==> src/hw/rtl/bbp_pkg.sv <==
// Shared types, working widths and the arctangent table of the bearing CORDIC.
package bbp_pkg;

    localparam int WORK_W     = 64;
    localparam int WORK_SHIFT = 60;
    localparam int ACC_W      = 32;
    localparam int ATAN_DEPTH = 32;

    typedef logic signed [WORK_W-1:0] t_work;
    typedef logic [ACC_W-1:0]         t_acc;

    typedef struct packed {
        logic valid;
        logic zero;
    } t_ctl;

    localparam t_acc HALF_TURN = 32'h8000_0000;

    localparam t_acc ATAN_TURNS [ATAN_DEPTH] = '{
        32'h20000000, 32'h12E4051E, 32'h09FB385B, 32'h051111D4,
        32'h028B0D43, 32'h0145D7E1, 32'h00A2F61E, 32'h00517C55,
        32'h0028BE53, 32'h00145F2F, 32'h000A2F98, 32'h000517CC,
        32'h00028BE6, 32'h000145F3, 32'h0000A2FA, 32'h0000517D,
        32'h000028BE, 32'h0000145F, 32'h00000A30, 32'h00000518,
        32'h0000028C, 32'h00000146, 32'h000000A3, 32'h00000051,
        32'h00000029, 32'h00000014, 32'h0000000A, 32'h00000005,
        32'h00000003, 32'h00000001, 32'h00000001, 32'h00000000
    };

endpackage

==> src/hw/rtl/bbp_cell.sv <==
// One CORDIC vectoring micro-rotation with its pipeline register.
module bbp_cell #(
    parameter int STAGE = 0
) (
    input  logic           i_clk,
    input  logic           i_rst_n,
    input  bbp_pkg::t_ctl  i_ctl,
    input  bbp_pkg::t_work i_x,
    input  bbp_pkg::t_work i_y,
    input  bbp_pkg::t_acc  i_acc,
    output bbp_pkg::t_ctl  o_ctl,
    output bbp_pkg::t_work o_x,
    output bbp_pkg::t_work o_y,
    output bbp_pkg::t_acc  o_acc
);
    import bbp_pkg::*;

    localparam t_acc ANGLE = ATAN_TURNS[STAGE];

    t_ctl  r_ctl;
    t_work r_x;
    t_work r_y;
    t_acc  r_acc;

    t_work xs;
    t_work ys;

    assign xs = i_x >>> STAGE;
    assign ys = i_y >>> STAGE;

    always_ff @(posedge i_clk) begin
        if (!i_rst_n) begin
            r_ctl.valid <= 1'b0;
        end else begin
            r_ctl.valid <= i_ctl.valid;
        end
        r_ctl.zero <= i_ctl.zero;
        if (i_y[WORK_W-1]) begin
            r_x   <= i_x - ys;
            r_y   <= i_y + xs;
            r_acc <= i_acc - ANGLE;
        end else begin
            r_x   <= i_x + ys;
            r_y   <= i_y - xs;
            r_acc <= i_acc + ANGLE;
        end
    end

    assign o_ctl = r_ctl;
    assign o_x   = r_x;
    assign o_y   = r_y;
    assign o_acc = r_acc;

endmodule

==> config.mk <==
export PLATFORM = sky130hd
export DESIGN_NAME = bbp_cell
export DESIGN_NICKNAME = d
export VERILOG_FILES = /design/src/hw/rtl/bbp_pkg.sv /design/src/hw/rtl/bbp_cell.sv
export SDC_FILE = /design/constraint.sdc
export NUM_CORES = 1
export LEC_CHECK = 0
export BUFFER_PORTS_ARGS = -buffer_cell sky130_fd_sc_hd__buf_2
export CAP_MARGIN = 20
export CELL_PAD_IN_SITES_DETAIL_PLACEMENT = 1
export CELL_PAD_IN_SITES_GLOBAL_PLACEMENT = 2
export CORE_MARGIN = 5
export CORE_UTILIZATION = 34
export CTS_CLUSTER_DIAMETER = 150
export DETAILED_ROUTE_END_ITERATION = 10
export PLACE_DENSITY = 0.85
export SYNTH_ARGS = -nofsm -noshare
export SYNTH_HDL_FRONTEND = slang
export SYNTH_SLANG_ARGS = --single-unit
==> constraint.sdc <==
create_clock -name i_clk -period 5.35 [get_ports i_clk]
set_input_delay 1.07 -clock i_clk [delete_from_list [all_inputs] [get_ports i_clk]]
set_output_delay 1.07 -clock i_clk [all_outputs]
set_load 0.01 [all_outputs]
After elaboration in Yosys (flattened, before gate mapping)

Cells that the tools add are included.

Logic and storage cells: 13
Output and inout port bits: 162
Bits of input ports: 164
Register bits: 162

Multiplexer cells: 3
Add/subtract/negate cells: 5

Operator list:

| cell                                                                  | count |
|---|---|
| 64-bit two-way mux                                                    | 2 |
| 64-bit subtractor                                                     | 2 |
| 64-bit adder                                                          | 1 |
| 32-bit by 30-bit adder with 32-bit output, second input constant      | 1 |
| 32-bit two-way mux                                                    | 1 |
| 32-bit by 30-bit subtractor with 32-bit output, second input constant | 1 |

Depth between registers and ports, before layout

Depth in word-level cells: 2
Gate-level depth with buffers: 14

Least setup slack after synthesis

Ideal clock, no wire load.

Kind: input -> register
Start point: input port i_x[0]
End point: register r_x[50], in the netlist o_x[50]
Buffers on the path: 0
Arrival: 3.614 ns
Cell stages on the path: 12
Data required time: 5.220 ns
Library setup time: 0.130 ns
Path slack: 1.607 ns
Cell sequence: ha_1 fa_1 nor2b_1 o211ai_1 a211oi_1 o211ai_1 nand3_2 a211o_1 a21o_1 a2111oi_2 a211oi_1 xnor2_1

Word-level cells in the longest chain between the ends: 2
Elaborated cells between the ends (all ways): 3

RTL lines:

| what                                                     | RTL line                       | RTL |
|---|---|---|
| start: declaration                                       | bbp_cell.sv:8                  | `input bbp_pkg::t_work i_x,` |
| 64-bit adder / 64-bit subtractor (equally long branches) | bbp_cell.sv:43, bbp_cell.sv:39 |  |
| 64-bit two-way mux (*)                                   | bbp_cell.sv:38                 | `if (i_y[WORK_W-1]) begin` |
| end signal: assignment                                   | bbp_cell.sv:39                 | `r_x <= i_x - ys;` |
| end signal: assignment                                   | bbp_cell.sv:43                 | `r_x <= i_x + ys;` |
| end: declaration                                         | bbp_cell.sv:21                 | `t_work r_x;` |

Every way passes the cells marked *; elsewhere a longest branch is shown, timed or not.
A chain may end at the register's enable or synchronous reset.

Worst setup path in the final report

Start point: input port i_x[18]
End point: register r_x[59], in the netlist o_x[59]

Same word-level chain as after synthesis.

==> flow_summary.yaml <==
status:
  status: "finished, final reports clean"
route:
  postRouteAntennaNets: 0
  wl_per_cell_microns: 24.72
  drt_iter0_drc: 1430
  vias: 17220
  viasPerCell: 5.739
  detail_route.wirelength_mm: 74.17
  dr.pass1.iters: 5
  route.detailed.drc: 0
pwr:
  power_leakage_uw: 0.008519
  p_per_area_mw_per_mm2: 275.2
  total_power_uw: 5059
  ir_worst_vdd_mv: 0.2393
floorplan:
  io_pins: 326
  core_area_sq_mm: 0.04538
  initial_utilization: 0.3431
  dieHeight_microns: 224.0
  die_width_microns: 224.0
  die_area_sq_mm: 0.05017
  rows: 78
final_layout:
  fillCellCount: 5738
  drive_above_1_share: 0.1797
  layout.nets: 2743
  fin_util: 0.4050
  ff_latch_area_sq_mm: 0.003223
  area_delta_synth_final_pct: 18.07
  multi_input_area_sq_mm: 0.01117
logic_synthesis:
  ys_types: 91
  synthFlopType: "dfxtp_1"
  yosysWarnings: 0
  ys_async_sr_fraction: 0
  netlist_top_cells_count: "290 x a21oi_1, 197 x inv_1, 191 x nor2_1, 190 x ha_1, 161 x dfxtp_1"
  ys_seq_area_frac: 0.2070
  synthCells: 2107
  synth_seq_cells: 161
  synth_fp_nets: 2465
  netlist.area_leader.share: 0.2070
  synth_edf_count: 0
  yosys.area.top_type: "dfxtp_1"
  synth_most_common_cell: "a21oi_1"
  avgSynthCellArea_sq_um: 7.389
  syn_area_sq_mm: 0.01557
  synth.top_cells.by_area: "dfxtp_1 21%, ha_1 15%, a21oi_1 9.3%, xnor2_1 6.5%, inv_1 4.7%"
clock_network:
  cts_buffers: 17
  clock-sinks: 161
  post_cts_resized: 0
  htreeDepth: 4
  path_clk_slew_ns: 0.08
  cts_root_buf: "clkbuf_16"
  postCtsSetupBuffers: 0
  cts_hold_buffers: 0
  cts_tree: "done"
  clockBufferDepth: 2
sta:
  setup_viol: 0
  fmax_mhz: 224.6
  relSlewSlack: 0.2721
  tightest_slew_ns: 1.080
  hold_viol: 0
  rsz0062_at_grt: "no"
  min_period_ns: 4.451
  timing.final.max_slew_violations: 0
  setup-tns-final_ns: 0
  worst_slack_ns: 0.8985
  period_share: 0.8321
setup_path:
  cp.required_ns: 5.72
  critPathCaptureType: "flop"
  crit_family: "simple AND/OR/NAND/NOR gates"
  crit_arrival_ns: 4.82
  path_buf_inv: 2
  cp-start-kind: "input port"
  crit_top_cell: "nor4_2"
  critPathKind: "input port to flop"
  worstPathCellList: "buf_2, inv_1, ha_1, or4_1, nor4_2, a21boi_2, nor4_2, a2111oi_2, nor2_1, o21a_1, o21bai_1, mux2i_1, xor2_1"
  max_stage_delay_ns: 0.67
  critPathSlowestCell: "or4_1"
  worstPathMaxFanout: 14
grt:
  antenna_found_initial: 4
  grt_overflow: 0
  grt_max_degree: 80
  grt_usage: 0.2832
  first_global_vias: 17240
  grt_pass1_wl_mm: 109.6
worst_hold_path:
  min_path_type: "input port to flop"
placed_design:
  post-place-ws_ns: 0.5126
  place_congestion: 0.9755
  place_hpwl_mm: 61.89
  portBuffers: 325
run:
  cap_violations: 0
[layer usage]
metal	vias to the layer above	global-route usage	part of all wire
met1	8394	0.4080	0.47
met3	112	0.04718	0.071
met2	698	0.4330	0.43
met5	-	0	0.00018
li1	8011	-	-
met4	2	0.08755	0.028
[layout by cell type, fill, tap and decap left out, drive strengths merged, types with 13 or more instances in the layout]
master and instances:
a211oi 22, a21boi 14, a21o 52, a21oi 292, a31oi 19, buf 357
clkbuf 17, dfxtp 161, ha 190, inv 208, mux2i 24, nand2 116
nand2b 17, nand3 26, nand4 42, nor2 192, nor2b 19, nor3 39
nor4 35, o211ai 22, o21a 23, o21ai 148, o21bai 52, o31ai 31
or2 13, xnor2 115
[cell type report]
class                      count  area share
multi-input combinational   1641      0.6075
sequential                   161      0.1753
timing repair buffer         357      0.1024
inverter                     207     0.04227
tap                          600     0.04084
clock buffer                  17     0.02314
clock inverter                15    0.008236
antenna                        2   0.0002723
[path summary, 6_finish.rpt]
kind | end | from | slack [ns] | cells past startpoint
max | o_x[59] | i_x[18] | 0.90 | 13
min | o_acc[11] | i_acc[11] | 0.66 | 1
[state kept, by name (all words and copies together) (netlist names)]
signal / flops
o_ctl: 2
o_acc: 32
o_x: 63
o_y: 64
[power by group]
part	internal, uW	switching (uW)
combinational	788	1470
clock	651	605
sequential	1450	94.4
total	2890	2170
[cells by family after synthesis]
family                   share of synthesized area
AND/OR/NAND/NOR                             0.1619
AO/OA/AOI/OAI                               0.3117
flip-flops                                  0.2070
multiplexers                               0.01543
buffers and inverters                      0.07571
adder cells (fa/ha/maj)                     0.1578
XOR/XNOR                                   0.07032
[through the flow]
step	hold slack, ns	area (sq um)	std cells
after detailed placement	1.175	17800	2966
after global routing	0.6419	18380	2999
after floorplan	1.098	15570	2107
after global placement	1.172	17800	2966
final	0.6623	18380	3000
after CTS	0.6346	18380	2998
No activity file was read; power rests on OpenSTA's default activity.
