--- config.mk ---
export PLATFORM = sky130hd
export DESIGN_NAME = bbp_prep
export DESIGN_NICKNAME = d
export VERILOG_FILES = /design/src/hw/rtl/bbp_pkg.sv /design/src/hw/rtl/bbp_prep.sv
export SDC_FILE = /design/constraint.sdc
export NUM_CORES = 1
export LEC_CHECK = 0
export BUFFER_PORTS_ARGS = -buffer_cell sky130_fd_sc_hd__buf_2
export CELL_PAD_IN_SITES_DETAIL_PLACEMENT = 1
export CELL_PAD_IN_SITES_GLOBAL_PLACEMENT = 2
export CORE_ASPECT_RATIO = 1.4
export CORE_MARGIN = 2
export CORE_UTILIZATION = 25
export CTS_BUF_LIST = sky130_fd_sc_hd__clkbuf_8
export DETAILED_ROUTE_END_ITERATION = 10
export PLACE_DENSITY_LB_ADDON = 0.15
export SLEW_MARGIN = 15
export SYNTH_ARGS = -nofsm -noshare
export SYNTH_HDL_FRONTEND = slang
export SYNTH_SLANG_ARGS = --single-unit
--- constraint.sdc ---
create_clock -name i_clk -period 5.19 [get_ports i_clk]
set_input_delay 1.038 -clock i_clk [delete_from_list [all_inputs] [get_ports i_clk]]
set_output_delay 1.038 -clock i_clk [all_outputs]
set_load 0.01 [all_outputs]
--- src/hw/rtl/bbp_pkg.sv ---
// Shared types, working widths and the arctangent table of the bearing CORDIC.
package bbp_pkg;

    localparam int WORK_W     = 64;
    localparam int WORK_SHIFT = 60;
    localparam int ACC_W      = 32;
    localparam int ATAN_DEPTH = 32;

    typedef logic signed [WORK_W-1:0] t_work;
    typedef logic [ACC_W-1:0]         t_acc;

    typedef struct packed {
        logic valid;
        logic zero;
    } t_ctl;

    localparam t_acc HALF_TURN = 32'h8000_0000;

    localparam t_acc ATAN_TURNS [ATAN_DEPTH] = '{
        32'h20000000, 32'h12E4051E, 32'h09FB385B, 32'h051111D4,
        32'h028B0D43, 32'h0145D7E1, 32'h00A2F61E, 32'h00517C55,
        32'h0028BE53, 32'h00145F2F, 32'h000A2F98, 32'h000517CC,
        32'h00028BE6, 32'h000145F3, 32'h0000A2FA, 32'h0000517D,
        32'h000028BE, 32'h0000145F, 32'h00000A30, 32'h00000518,
        32'h0000028C, 32'h00000146, 32'h000000A3, 32'h00000051,
        32'h00000029, 32'h00000014, 32'h0000000A, 32'h00000005,
        32'h00000003, 32'h00000001, 32'h00000001, 32'h00000000
    };

endpackage

--- src/hw/rtl/bbp_prep.sv ---
// Front end: coordinate differences, scaling and the half-turn pre-rotation.
module bbp_prep #(
    parameter int COORD_WIDTH = 32
) (
    input  logic                          i_clk,
    input  logic                          i_rst_n,
    input  logic                          i_valid,
    input  logic signed [COORD_WIDTH-1:0] i_start_x,
    input  logic signed [COORD_WIDTH-1:0] i_start_y,
    input  logic signed [COORD_WIDTH-1:0] i_stop_x,
    input  logic signed [COORD_WIDTH-1:0] i_stop_y,
    output bbp_pkg::t_ctl                 o_ctl,
    output bbp_pkg::t_work                o_x,
    output bbp_pkg::t_work                o_y,
    output bbp_pkg::t_acc                 o_acc
);
    import bbp_pkg::*;

    localparam int DIFF_W   = COORD_WIDTH + 1;
    localparam int SCALE_SH = WORK_SHIFT - COORD_WIDTH;

    logic                     r_diff_valid;
    logic signed [DIFF_W-1:0] r_dx;
    logic signed [DIFF_W-1:0] r_dy;

    t_ctl  r_ctl;
    t_work r_x;
    t_work r_y;
    t_acc  r_acc;

    t_work n_x;
    t_work n_y;
    t_work sx;
    t_work sy;

    always_ff @(posedge i_clk) begin
        if (!i_rst_n) begin
            r_diff_valid <= 1'b0;
        end else begin
            r_diff_valid <= i_valid;
        end
        r_dx <= DIFF_W'(i_stop_x) - DIFF_W'(i_start_x);
        r_dy <= DIFF_W'(i_stop_y) - DIFF_W'(i_start_y);
    end

    always_comb begin
        sx = t_work'({{(WORK_W-DIFF_W){r_dx[DIFF_W-1]}}, r_dx}) <<< SCALE_SH;
        sy = t_work'({{(WORK_W-DIFF_W){r_dy[DIFF_W-1]}}, r_dy}) <<< SCALE_SH;
        if (sy[WORK_W-1]) begin
            n_x = -sy;
            n_y = -sx;
        end else begin
            n_x = sy;
            n_y = sx;
        end
    end

    always_ff @(posedge i_clk) begin
        if (!i_rst_n) begin
            r_ctl.valid <= 1'b0;
        end else begin
            r_ctl.valid <= r_diff_valid;
        end
        r_ctl.zero <= (r_dx == '0) && (r_dy == '0);
        r_x        <= n_x;
        r_y        <= n_y;
        r_acc      <= sy[WORK_W-1] ? HALF_TURN : '0;
    end

    assign o_ctl = r_ctl;
    assign o_x   = r_x;
    assign o_y   = r_y;
    assign o_acc = r_acc;

endmodule

==> Word level (Yosys, flattened, before mapping) <==
Cells that the tools add are included.
{ "classes": {"reduce_logical": 3, "addsub": 4, "mux": 3} }
{ "op_table": {"columns": ["operator", "n"], "rows": [
  ["negation 61 -> 64 bit", 2],
  ["zero test 33 bit", 2],
  ["subtractor 32 x 32 -> 33 bit", 2],
  ["two-way mux 64 bit", 1],
  ["two-way mux 60 bit", 1],
  ["two-way mux 32 bit", 1],
  ["logical AND 1 bit", 1]
]} }
{ "word_totals": {"output_inout_bits": 162, "word_cells": 20, "inputBits": 131, "register_bits": 229} }

==> Longest topological paths before layout <==
Gate-level depths: netlist of the first run.
{ "depth": {"depth_word": 2, "mapped_depth": 9, "ltp_nobuf": 9} }

==> Least setup slack after synthesis of the first run <==
Ideal clock, no wire load.
{ "synth_timing": {"path_type": "input port to flip-flop", "start": "input port i_start_y[16]", "end": "register r_dy[31]", "required_ns": 5.066, "arrival_time_ns": 2.888, "stages": 8, "setup_time_ns": 0.124, "n_path_buf": 1, "path_slack_ns": 2.177, "path_cell_list": "inv_1 -> ha_1 -> clkbuf_1 -> nand4_1 -> or3_1 -> nor4_1 -> nor4_1 -> a2111o_1"} }
{ "synth_via": {"elab_chain_len": 1} }
{ "synth_lines": {"columns": ["element", "line_no", "rtl"], "rows": [
  ["from (decl)", "bbp_prep.sv:9", "input logic signed [COORD_WIDTH-1:0] i_start_y,"],
  ["subtractor 32 x 32 -> 33 bit", "bbp_prep.sv:43", "r_dy <= DIFF_W'(i_stop_y) - DIFF_W'(i_start_y);"],
  ["to (signal assigned)", "bbp_prep.sv:43", null],
  ["to (decl)", "bbp_prep.sv:24", "logic signed [DIFF_W-1:0] r_dy;"]
]} }
No other way between the ends.
A chain may end at the register's enable or synchronous reset.

==> Worst setup path after layout of the first run <==
{ "layout_timing": {"start": "input port i_start_y[0]", "end": "register r_dy[28]"} }
Same word-level chain as after synthesis.

==> results by group, run 1 <==
Critical path
  – Worst Path Arrival: 3.59 ns
  – Worst setup EP type: flip-flop
  – WP data required: around 5.5 ns
  – Peak per-stage delay on the critical path: ~0.47 ns
  – Slowest CP cell: a21oi_1
  – CP Max Fanout: 6
  – Type of the worst setup path: in -> reg
  – Most used cell, CP: a21oi_1
  – Startpoint Class: input port
  – Crit path cell chain: buf_2, ha_1, fa_1, nand2b_1, a21oi_1, o21ai_0, a21oi_1, nor2_1, a311oi_1

Synth
  – Distinct cells, synth: 69
  – Yosys warns: 0
  – Top_reg_cell synth: dfxtp_1
  – Mean post-synth cell area: around 8.4 sq um
  – Top post-synthesis cells by area: dfxtp_1 31%, ha_1 9.4%, xnor2_1 8.9%
  – Post-synth top area share: 31.3%
  – Cell Area, Synth: 9090 sq um
  – Post-synth ARST share: 0%
  – EDFF count, synth: 0
  – Yosys top cell by area: dfxtp_1
  – Register bit total from synthesis: 142
  – Sequential area share after synthesis: 31.3%
  – Mapped Cells: 1081

Clock tree
  – Worst-skew pair later-pin latency: 0.48 ns
  – CTS Root Cell: clkbuf_8
  – Sink Count: approximately 140
  – CTS max path bufs: 2
  – CTS tree: built
  – Hold Buf Count CTS: 0
  – CTS Buf Count: 17
  – H-Tree Depth: 4
  – Setup bufs post-CTS: 0
  – CTS clk-pin slew, worst paths: about 0.08 ns
  – Post-CTS sizing: 0

Route
  – M1 WL: 10900 microns
  – Post-DR wirelength/cell: 15.8 microns
  – Met3 WL post-DR: 1170 microns
  – Post-route antenna net violation count: 0
  – Pre-Repair DR Iteration Count: 4
  – Initial DRC Count: between 150 and 200
  – Routed via count: 7886
  – Via density: between 4 and 5
  – Final Routed Wirelength: 27700 microns
  – Routed length on met2: roughly 15000 microns
  – Top sig layer: met4
  – DRC: 0

STA
  – Slew Viols, Final: 0
  – Final min period: 3.25 ns
  – Slew @ Worst Pin: 1.03 ns
  – Tcrit/Tclk final: 62.5%
  – Setup tns final: 0 ns
  – Fmax achieved: around 310 MHz
  – # setup viols final: 0
  – Clk_skew: between 0.015 and 0.02 ns
  – Final hold vios: 0
  – RSZ-0062 raised after global routing: false
  – Max-slew headroom: 30.8%

Power
  – Worst VDD drop: roughly 130 uV
  – Leakage power: 0.00496 uW
  – Pwr dens: approximately 350 nW/um^2

Cells and area
  – Commonest non-fill, non-tap cell in the layout: buf_2
  – Nets: 1479
  – Post-route insts no fill: between 1500 and 2000
  – Area Growth Syn to Fin: 17.0%
  – Final core utilization: a little under 30%
  – Most frequent cells in the layout: 205 x buf_2, 141 x dfxtp_1, 94 x inv_1
  – Layout cells sized above 1: 20.6%
  – Register area: 2840 sq um
  – FILL cells: ~4400
  – Design Area, Final: around 11000 sq um
  – Footprint of the multi-input gates: 5460 sq um

Worst hold path
  – Hold Crit Class: reg -> reg

Placement
  – Port Buffers: 205
  – Cells after DPL: 1721
  – Placed cell area: around 10000 sq um
  – RePlAce Congestion: 0.800
  – HPWL after DPL: around 23000 microns

Floorplanning
  – IO Pins: slightly below 300
  – Starting Density: 25.4%
  – Rows: 82
  – Die height: 230 microns
  – Die area: about 38000 sq um
  – Core Area: around 36000 sq um
  – Die W: around 170 microns

Global routing
  – Largest net degree at the start of global routing: 67
  – All-Layer GR Usage: 14.8%
  – First-pass GRT wire length: about 43000 microns
  – Initial antenna violation count: 1
  – Total grt overflow: 0
  – Number of global-route vias before repair: 8184

Outcome
  – Status: finished clean

Run
  – Max-cap viol count: 0
[synth_stat cells, types with 7 or more instances]
| cell | n |
|---|---|
| o211ai_1 | 11 |
| and3_1 | 9 |
| xnor2_1 | 92 |
| nor3_1 | 11 |
| nand4_1 | 18 |
| inv_1 | 93 |
| buf_4 | 87 |
| nor2b_1 | 7 |
| a211oi_1 | 8 |
| nand3_1 | 11 |
| nor2_1 | 53 |
| nand2_1 | 83 |
| xor2_1 | 18 |
| o21ai_0 | 56 |
| a21o_1 | 24 |
| a311oi_1 | 7 |
| ha_1 | 68 |
| clkbuf_1 | 29 |
| and2_1 | 7 |
| dfxtp_1 | 142 |
| a21oi_1 | 79 |
| nor4_1 | 9 |
| nand2b_1 | 15 |
| a31oi_1 | 8 |
| or3_1 | 15 |
| o31ai_1 | 13 |
[kinds of logic after synthesis]
logic type,after synthesis,share of synthesized area (%)
AO/OA/AOI/OAI,268,19.5
flip-flops,142,31.3
adder cells (fa/ha/maj),70,9.80
multiplexers,5,0.592
XOR/XNOR,110,10.6
other,1,0.0412
buffers and inverters,210,12.3
AND/OR/NAND/NOR,275,15.8
[critical path: cells and delay by family]
kind                       cells  cell delay, ns
and+or+nand+nor                2            0.34
adders and majority gates      2            0.63
buffers and inverters          1            0.10
AOI/OAI and AO/OA              4            1.48
[power by group]
part / internal [uW] / leakage (uW) / switching (uW)
Sequential: 1400 / 0.00120 / 177
Combinational: 525 / 0.00358 / 731
Clock: 389 / 0.000186 / 450
Total: 2320 / 0.00496 / 1360
[sequential cells by signal (all words and copies together), names as in the netlist]
signal,cells
o_ctl,2
r_diff_valid,1
r_dy,33
o_y,36
o_x,36
o_acc,1
r_dx,33
[per-stage QoR]
stage	setup slack [ns]	total power, uW	hold WS, ns
global placement	1.35	2890	0.392
finish	1.94	3680	0.407
detailed placement	1.36	2890	0.396
CTS	1.87	3750	0.409
floorplan	2.18	2400	0.347
global route	1.65	3950	0.418
[final cells by class]
type | instances | share of cell area, %
Tap cell | 462 | 5.43
Clock inverter | 14 | 1.13
Clock buffer | 18 | 2.33
Multi-Input combinational cell | 818 | 51.3
Antenna cell | 1 | 0.0235
Sequential cell | 142 | 26.7
Timing Repair Buffer | 206 | 9.72
Inverter | 93 | 3.28
[final timing paths]
kind,from,endpoint,slack [ns],depth (start not counted)
min reg2reg,r_dy[0],o_x[28],0.41,0
max reg2reg,r_dx[22],o_y[60],2.64,8
max,i_start_y[0],r_dy[28],1.94,9
min,r_dy[0],o_x[28],0.41,0
[layer usage]
| metal | vias up | GRT usage (%) |
|---|---|---|
| met1 | 3681 | 15.8 |
| met5 | - | 0 |
| met2 | 185 | 28.5 |
| met3 | 26 | 2.63 |
| li1 | 3994 | - |
| met4 | 0 | 4.81 |
No activity file was read; power rests on OpenSTA's default activity.
==> run 2, diff against run 1 <==
--- a/config.mk
+++ b/config.mk
@@ -5,6 +5,7 @@
 export SDC_FILE = /design/constraint.sdc
 export NUM_CORES = 1
 export LEC_CHECK = 0
+export ABC_AREA = 1
 export BUFFER_PORTS_ARGS = -buffer_cell sky130_fd_sc_hd__buf_2
 export CELL_PAD_IN_SITES_DETAIL_PLACEMENT = 1
 export CELL_PAD_IN_SITES_GLOBAL_PLACEMENT = 2
==> constraint.sdc (replaced) <==
create_clock -name i_clk -period 2.6 [get_ports i_clk]
set_input_delay 0.52 -clock i_clk [delete_from_list [all_inputs] [get_ports i_clk]]
set_output_delay 0.52 -clock i_clk [all_outputs]
set_load 0.01 [all_outputs]
==> run 2 against run 1 <==
Register-to-register slack lost 2.2 ns; clock skew shrank 0.0036 ns; area after synthesis grew 19%; global-route usage grew 1.5 points; combinational power grew 130%; first-iteration DRC count grew 53%; clock power grew 130%; non-clock buffer count grew 2; cell count grew 46%; critical path type is now reg -> reg; largest cell class unchanged; largest power group unchanged; highest routed layer is now met5.
==> results by group, run 2 <==
Outcome
  – Status: finished clean

STA
  – # setup viols final: 0 (unchanged)
  – Setup tns final: 0 ns (unchanged)
  – Final min period: approximately 2.1 ns
  – RSZ-0062 raised after global routing: false
  – Tcrit/Tclk final: 81.7%
  – Fmax achieved: approximately 470 MHz
  – Clk_skew: 0.0163 ns (-0.00365 ns)
  – Slew Viols, Final: 0 (unchanged)
  – Max-slew headroom: 53.2% (+22 points)
  – Slew @ Worst Pin: 0.701 ns (-0.327 ns)
  – Final hold vios: 0 (unchanged)

Critical path
  – Slowest CP cell: dfxtp_1
  – Crit path cell chain: inv_1, ha_1, nand4_2, or2_4, nor2_2, nand3_1, nor3_2, ha_1, nand2_1, inv_1
  – Worst setup EP type: flip-flop
  – Worst Path Arrival: 2.51 ns (-1.08 ns)
  – WP data required: 2.99 ns (-2.54 ns)
  – Type of the worst setup path: reg -> reg
  – CP Max Fanout: 5 (-1)
  – Peak per-stage delay on the critical path: 0.31 ns (-0.16 ns)
  – Buf/Inv on CP: 2 (+1)
  – Startpoint Class: flip-flop
  – CP delay by family, top: simple AND/OR/NAND/NOR gates
  – Reg-to-reg slack, setup: 0.48 ns (-2.16 ns)

Synth
  – Top_reg_cell synth: dfxtp_1
  – Post-synth top area share: 26.2% (-5.0 points)
  – Top post-synthesis cells by area: dfxtp_1 26%, nand2_1 22%, inv_1 13%
  – EDFF count, synth: 0 (unchanged)
  – Post-synth ARST share: 0% (unchanged)
  – Mean post-synth cell area: 6.10 sq um (-27%)
  – Mapped Cells: 1775 (+64%)
  – Sequential area share after synthesis: 26.2% (-5.0 points)
  – Cell Area, Synth: 10800 sq um (+19%)
  – Distinct cells, synth: 44 (-36%)
  – Synth cell count leaders: 628 x nand2_1, 375 x inv_1, 152 x nor2_1
  – Yosys top cell by area: dfxtp_1
  – Register bit total from synthesis: 142 (unchanged)
  – Yosys warns: 0 (unchanged)
  – Most frequent cell after synthesis: nand2_1

Route
  – Post-DR wirelength/cell: 14.1 microns (-11%)
  – Final Routed Wirelength: 36200 microns (+31%)
  – DRC: 0 (unchanged)
  – Post-route antenna net violation count: 0 (unchanged)
  – Pre-Repair DR Iteration Count: 4 (unchanged)
  – Via density: 4.12 (-8.5%)
  – Initial DRC Count: 261 (+53%)
  – Routed via count: 10531 (+34%)

Floorplanning
  – IO Pins: 293 (unchanged)
  – Die W: 180 microns (+8.9%)
  – Rows: 90 (+9.8%)
  – Starting Density: 25.2% (-0.15 points)
  – Core Area: 42900 sq um (+20%)
  – Die area: 45000 sq um (+19%)
  – Die height: 250 microns (+9.0%)

Clock tree
  – Worst-skew pair later-pin latency: 0.49 ns (about the same)
  – CTS max path bufs: 2 (unchanged)
  – CTS tree: built
  – Hold Buf Count CTS: 0 (unchanged)
  – CTS Buf Count: 17 (unchanged)
  – Setup bufs post-CTS: 0 (unchanged)
  – CTS Root Cell: clkbuf_8
  – Sink Count: 142 (unchanged)
  – CTS clk-pin slew, worst paths: 0.09 ns (about the same)
  – H-Tree Depth: 4 (unchanged)
  – Post-CTS sizing: 0 (unchanged)

Global routing
  – All-Layer GR Usage: 16.2% (+1.5 points)
  – First-pass GRT wire length: 56900 microns (+31%)
  – Grt met2 use: 35.0% (+6.5 points)
  – Initial antenna violation count: 2 (+1)
  – Met1 GRT Util: 15.1% (-0.76 points)
  – Total grt overflow: 0 (unchanged)
  – Largest net degree at the start of global routing: 64 (-4.5%)
  – Global route hottest layer: met2
  – GR Util met3: 1.98% (-0.66 points)
  – Number of global-route vias before repair: 11207 (+37%)

Cells and area
  – Nets: 2195 (+48%)
  – Design Area, Final: 12600 sq um (+19%)
  – FILL cells: 5682 (+29%)
  – Most frequent cells in the layout: 628 x nand2_1, 375 x inv_1, 205 x buf_2
  – Layout cells sized above 1: 14.5% (-6.1 points)
  – Area Growth Syn to Fin: 16.5%
  – Commonest non-fill, non-tap cell in the layout: nand2_1

Power
  – Worst VDD drop: 252 uV (+87%)
  – Pwr dens: 629 nW/um^2 (+82%)
  – Leakage power: 0.00764 uW (+54%)

Placement
  – Placed cell area: 12200 sq um (+19%)
  – RePlAce Congestion: 0.808 (+0.91%)
  – Port Buffers: 205 (unchanged)
  – HPWL after DPL: 31700 microns (+37%)

Worst hold path
  – Hold Crit Class: in -> reg

Run
  – Max-cap viol count: 0 (unchanged)
[run 2: final cells by class]
type	instances	area, sq um	share of cell area, %
multi-input combinational	1246	6180	49.0
sequential	142	2840	22.5
inverter	379	1420	11.3
timing repair buffer	208	1060	8.41
tap	552	691	5.47
clock buffer	17	234	1.85
clock inverter	14	179	1.42
antenna	1	2.50	0.0198
[run 2: final timing paths]
path         cells after the start    start           end
min reg2reg                      0  r_dy[0]       o_x[28]
max                             10  r_dy[1]       o_x[60]
max reg2reg                     10  r_dy[1]       o_x[60]
min                              3  i_valid  r_diff_valid
[run 2: tightest hold or removal path, delay by kind of cell]
kind | cells | cell delay (ns)
buf+inv | 2 | 0.12
simple gates | 1 | 0.04
[run 2: report_power, final]
part           switching [uW]  internal, uW
logic                    1900          1030
clock network             999           888
registers                 345          2770
total                    3240          4690
[run 2: kinds of logic after synthesis]
family                     after synthesis  synth area share [%]
and+or+nand+nor                        938                  35.9
buffers and inverters                  476                  19.7
DFF                                    142                  26.2
xor gates and xnor gates                75                  6.13
AOI/OAI and AO/OA                       73                  3.73
adders and majority gates               70                  8.22
other                                    1                0.0346
[run 2: metal layers]
| layer | vias to the layer above | wire length [microns] | part of all wire, % |
|---|---|---|---|
| met2 | 171 | 21500 | 60 |
| met4 | 2 | 867 | 2.4 |
| li1 | 5508 | - | - |
| met3 | 36 | 944 | 2.6 |
| met1 | 4814 | 12800 | 35 |
| met5 | - | 10 | 0.028 |
[run 2: stage by stage]
| stage | hold slack [ns] | total power (uW) | std cells | setup slack (ns) | utilization, % |
|---|---|---|---|---|---|
| 3_5_place_dp | 0.345 | 6190 | 2527 | 0.260 | 28.4 |
| 3_3_place_gp | 0.339 | 6180 | 2527 | 0.305 | 28.4 |
| 5_1_grt | 0.178 | 8570 | 2559 | 0.280 | 29.4 |
| 4_1_cts | 0.165 | 8140 | 2558 | 0.381 | 29.4 |
| 6_report | 0.211 | 7930 | 2559 | 0.476 | 29.4 |
| 2_1_floorplan | 0.331 | 5000 | 1864 | 0.682 | - |
==> run 3, diff against run 2 <==
==> constraint.sdc (replaced) <==
create_clock -name i_clk -period 2.1 [get_ports i_clk]
set_input_delay 0.42 -clock i_clk [delete_from_list [all_inputs] [get_ports i_clk]]
set_output_delay 0.42 -clock i_clk [all_outputs]
set_load 0.01 [all_outputs]
==> run 3 against run 2 <==
Critical path depth is the same; clock power grew 22%; first-iteration DRC count shrank 7.7%; non-clock buffer count grew 51; clock-buffer cell count grew 1; total power grew 25%; critical path type unchanged; highest routed layer is now met4.
==> results by group, run 3 (synthesis gave the netlist of run 2 again) <==
Global routing
  – All-Layer GR Usage: 16.4% (+0.13 points)
  – First-pass GRT wire length: 57300 microns (+0.82%)
  – Largest net degree at the start of global routing: 24 (-63%)
  – Number of global-route vias before repair: 11358 (+1.3%)
  – Initial antenna violation count: 1 (-1)
  – Total grt overflow: 0 (unchanged)

Critical path
  – CP startpoint: r_dy[1]
  – Buf/Inv on CP: 2 (unchanged)
  – Worst setup EP type: flip-flop
  – Reg-to-Reg Start: r_dy[1]
  – Startpoint Class: flip-flop
  – CP Depth: 10 (unchanged)
  – CP delay by family, top: simple AND/OR/NAND/NOR gates
  – WP data required: 2.49 ns (-0.50 ns)
  – Type of the worst setup path: reg -> reg
  – Crit path cell chain: inv_1, ha_1, nand4_4, or2_4, nor2_4, nand3_1, nor3_2, ha_1, nand2_1, inv_1
  – Worst Path Arrival: 2.35 ns (-0.16 ns)
  – Slowest CP cell: dfxtp_1
  – CP Max Fanout: 4 (-1)
  – Peak per-stage delay on the critical path: 0.31 ns (about the same)
  – R2R depth: 10 (unchanged)

Route
  – Post-DR wirelength/cell: 14.0 microns (-0.95%)
  – Initial DRC Count: 241 (-7.7%)
  – Routed via count: 10604 (+0.69%)
  – Final Routed Wirelength: 36600 microns (+1.0%)
  – Via density: 4.06 (-1.3%)
  – DRC: 0 (unchanged)
  – Pre-Repair DR Iteration Count: 4 (unchanged)
  – Post-route antenna net violation count: 0 (unchanged)

STA
  – Clk_skew: 0.0187 ns (+0.00238 ns)
  – Final hold vios: 0 (unchanged)
  – Fmax achieved: 509 MHz (+8.2%)
  – Slew Viols, Final: 0 (unchanged)
  – RSZ-0062 raised after global routing: true
  – Tcrit/Tclk final: 93.5% (+12 points)
  – Final worst setup slack: 0.137 ns (-0.339 ns)
  – # setup viols final: 0 (unchanged)
  – Final min period: 1.96 ns (-0.161 ns)

Floorplanning
  – Die height: 250 microns (unchanged)
  – Starting Density: 25.2% (unchanged)
  – Die W: 180 microns (unchanged)
  – IO Pins: 293 (unchanged)
  – Die area: 45000 sq um (unchanged)
  – Rows: 90 (unchanged)
  – Core Area: 42900 sq um (unchanged)

Placement
  – HPWL after DPL: 32300 microns (+1.8%)
  – Cells after DPL: 2578 (+2.0%)
  – RePlAce Congestion: 0.793 (-1.8%)
  – Worst slack, placed: -0.0516 ns (-0.312 ns)
  – Port Buffers: 205 (unchanged)

Run
  – Max-cap viol count: 0 (unchanged)

Cells and area
  – Post-route insts no fill: 2610 (+2.0%)
  – Most frequent cells in the layout: 628 x nand2_1, 375 x inv_1, 205 x buf_2
  – Area Growth Syn to Fin: 20.1%
  – Layout cells sized above 1: 16.7% (+2.2 points)
  – Nets: 2246 (+2.3%)
  – Commonest non-fill, non-tap cell in the layout: nand2_1

Clock tree
  – CTS Buf Count: 17 (unchanged)
  – CTS max path bufs: 2 (unchanged)
  – Hold Buf Count CTS: 0 (unchanged)
  – H-Tree Depth: 4 (unchanged)
  – CTS tree: built
  – Sink Count: 142 (unchanged)
  – CTS clk-pin slew, worst paths: 0.09 ns (about the same)
  – Worst-skew pair later-pin latency: 0.49 ns (about the same)
  – CTS Root Cell: clkbuf_8

Worst hold path
  – Worst Min Path Start: i_valid
  – Hold Crit Depth: 3 (unchanged)
  – Hold Crit Class: in -> reg

Power
  – Leakage power: 0.00787 uW (+3.1%)
  – Pwr dens: 765 nW/um^2 (+22%)
  – Worst VDD drop: 380 uV (+51%)

Outcome
  – Status: finished clean
[run 3: cell count changes in the layout (fill, tap and decap cells not counted), sizes merged]
cell / before / now
clkinv: 5 / 4
buf: 208 / 259
clkbuf: 17 / 18
clkinvlp: 1 / 3
inv: 385 / 383
[run 3: power by group]
group	switching [uW]	leakage [uW]	total [uW]	internal (uW)
logic	2370	0.00648	3760	1390
clock network	1200	0.000195	2300	1100
registers	454	0.00120	3880	3430
total	4020	0.00787	9940	5930
[run 3: layout make-up]
cell class / count / area (sq um)
fill: 5674 / 29900
multi-input combinational: 1246 / 6200
sequential: 142 / 2840
timing repair buffer: 259 / 1440
inverter: 379 / 1420
tap: 552 / 691
clock buffer: 18 / 248
clock inverter: 13 / 155
antenna: 1 / 2.50
[run 3: worst reg2reg max path: cells and delay by family (launching register included)]
family / cells / cell delay, ns
buffers and inverters: 2 / 0.16
adders and majority gates: 2 / 0.51
and+or+nand+nor: 6 / 0.91
DFF: 1 / 0.31
[run 3: through the flow]
stage	utilization [%]	setup TNS (ns)	total power [uW]	cell area, sq um	hold WS, ns
6_report	30.3	0	9940	13000	0.107
5_1_grt	30.3	-0.0217	10700	13000	0.0781
4_1_cts	30.3	0	10200	13000	0.0571
3_5_place_dp	29.3	-0.314	7810	12600	0.344
3_3_place_gp	29.3	-0.0950	7790	12600	0.342
2_1_floorplan	-	0	6200	11200	0.331
[run 3: routing by layer]
metal / share of wire [%] / track usage [%] / wire length (microns) / up-vias
li1: - / - / - / 5601
met1: 36 / 15.1 / 13000 / 4828
met2: 60 / 35.8 / 22100 / 152
met3: 2.4 / 2.11 / 866 / 23
met4: 1.7 / 4.65 / 629 / 0
met5: 0 / 0 / 0 / -
[run 3: what timing repair did]
action / CTS / global route
setup endpoints to repair: 1 / 2
setup buffers: 0 / 0
gates cloned: 0 / 0
pin swaps: 1 / 1
resized for setup: 2 / 1
[run 3: path summary, 6_finish.rpt]
check,to,slack (ns)
max,o_x[60],0.14
min,r_diff_valid,0.11
max reg2reg,o_x[60],0.14
min reg2reg,o_x[28],0.36
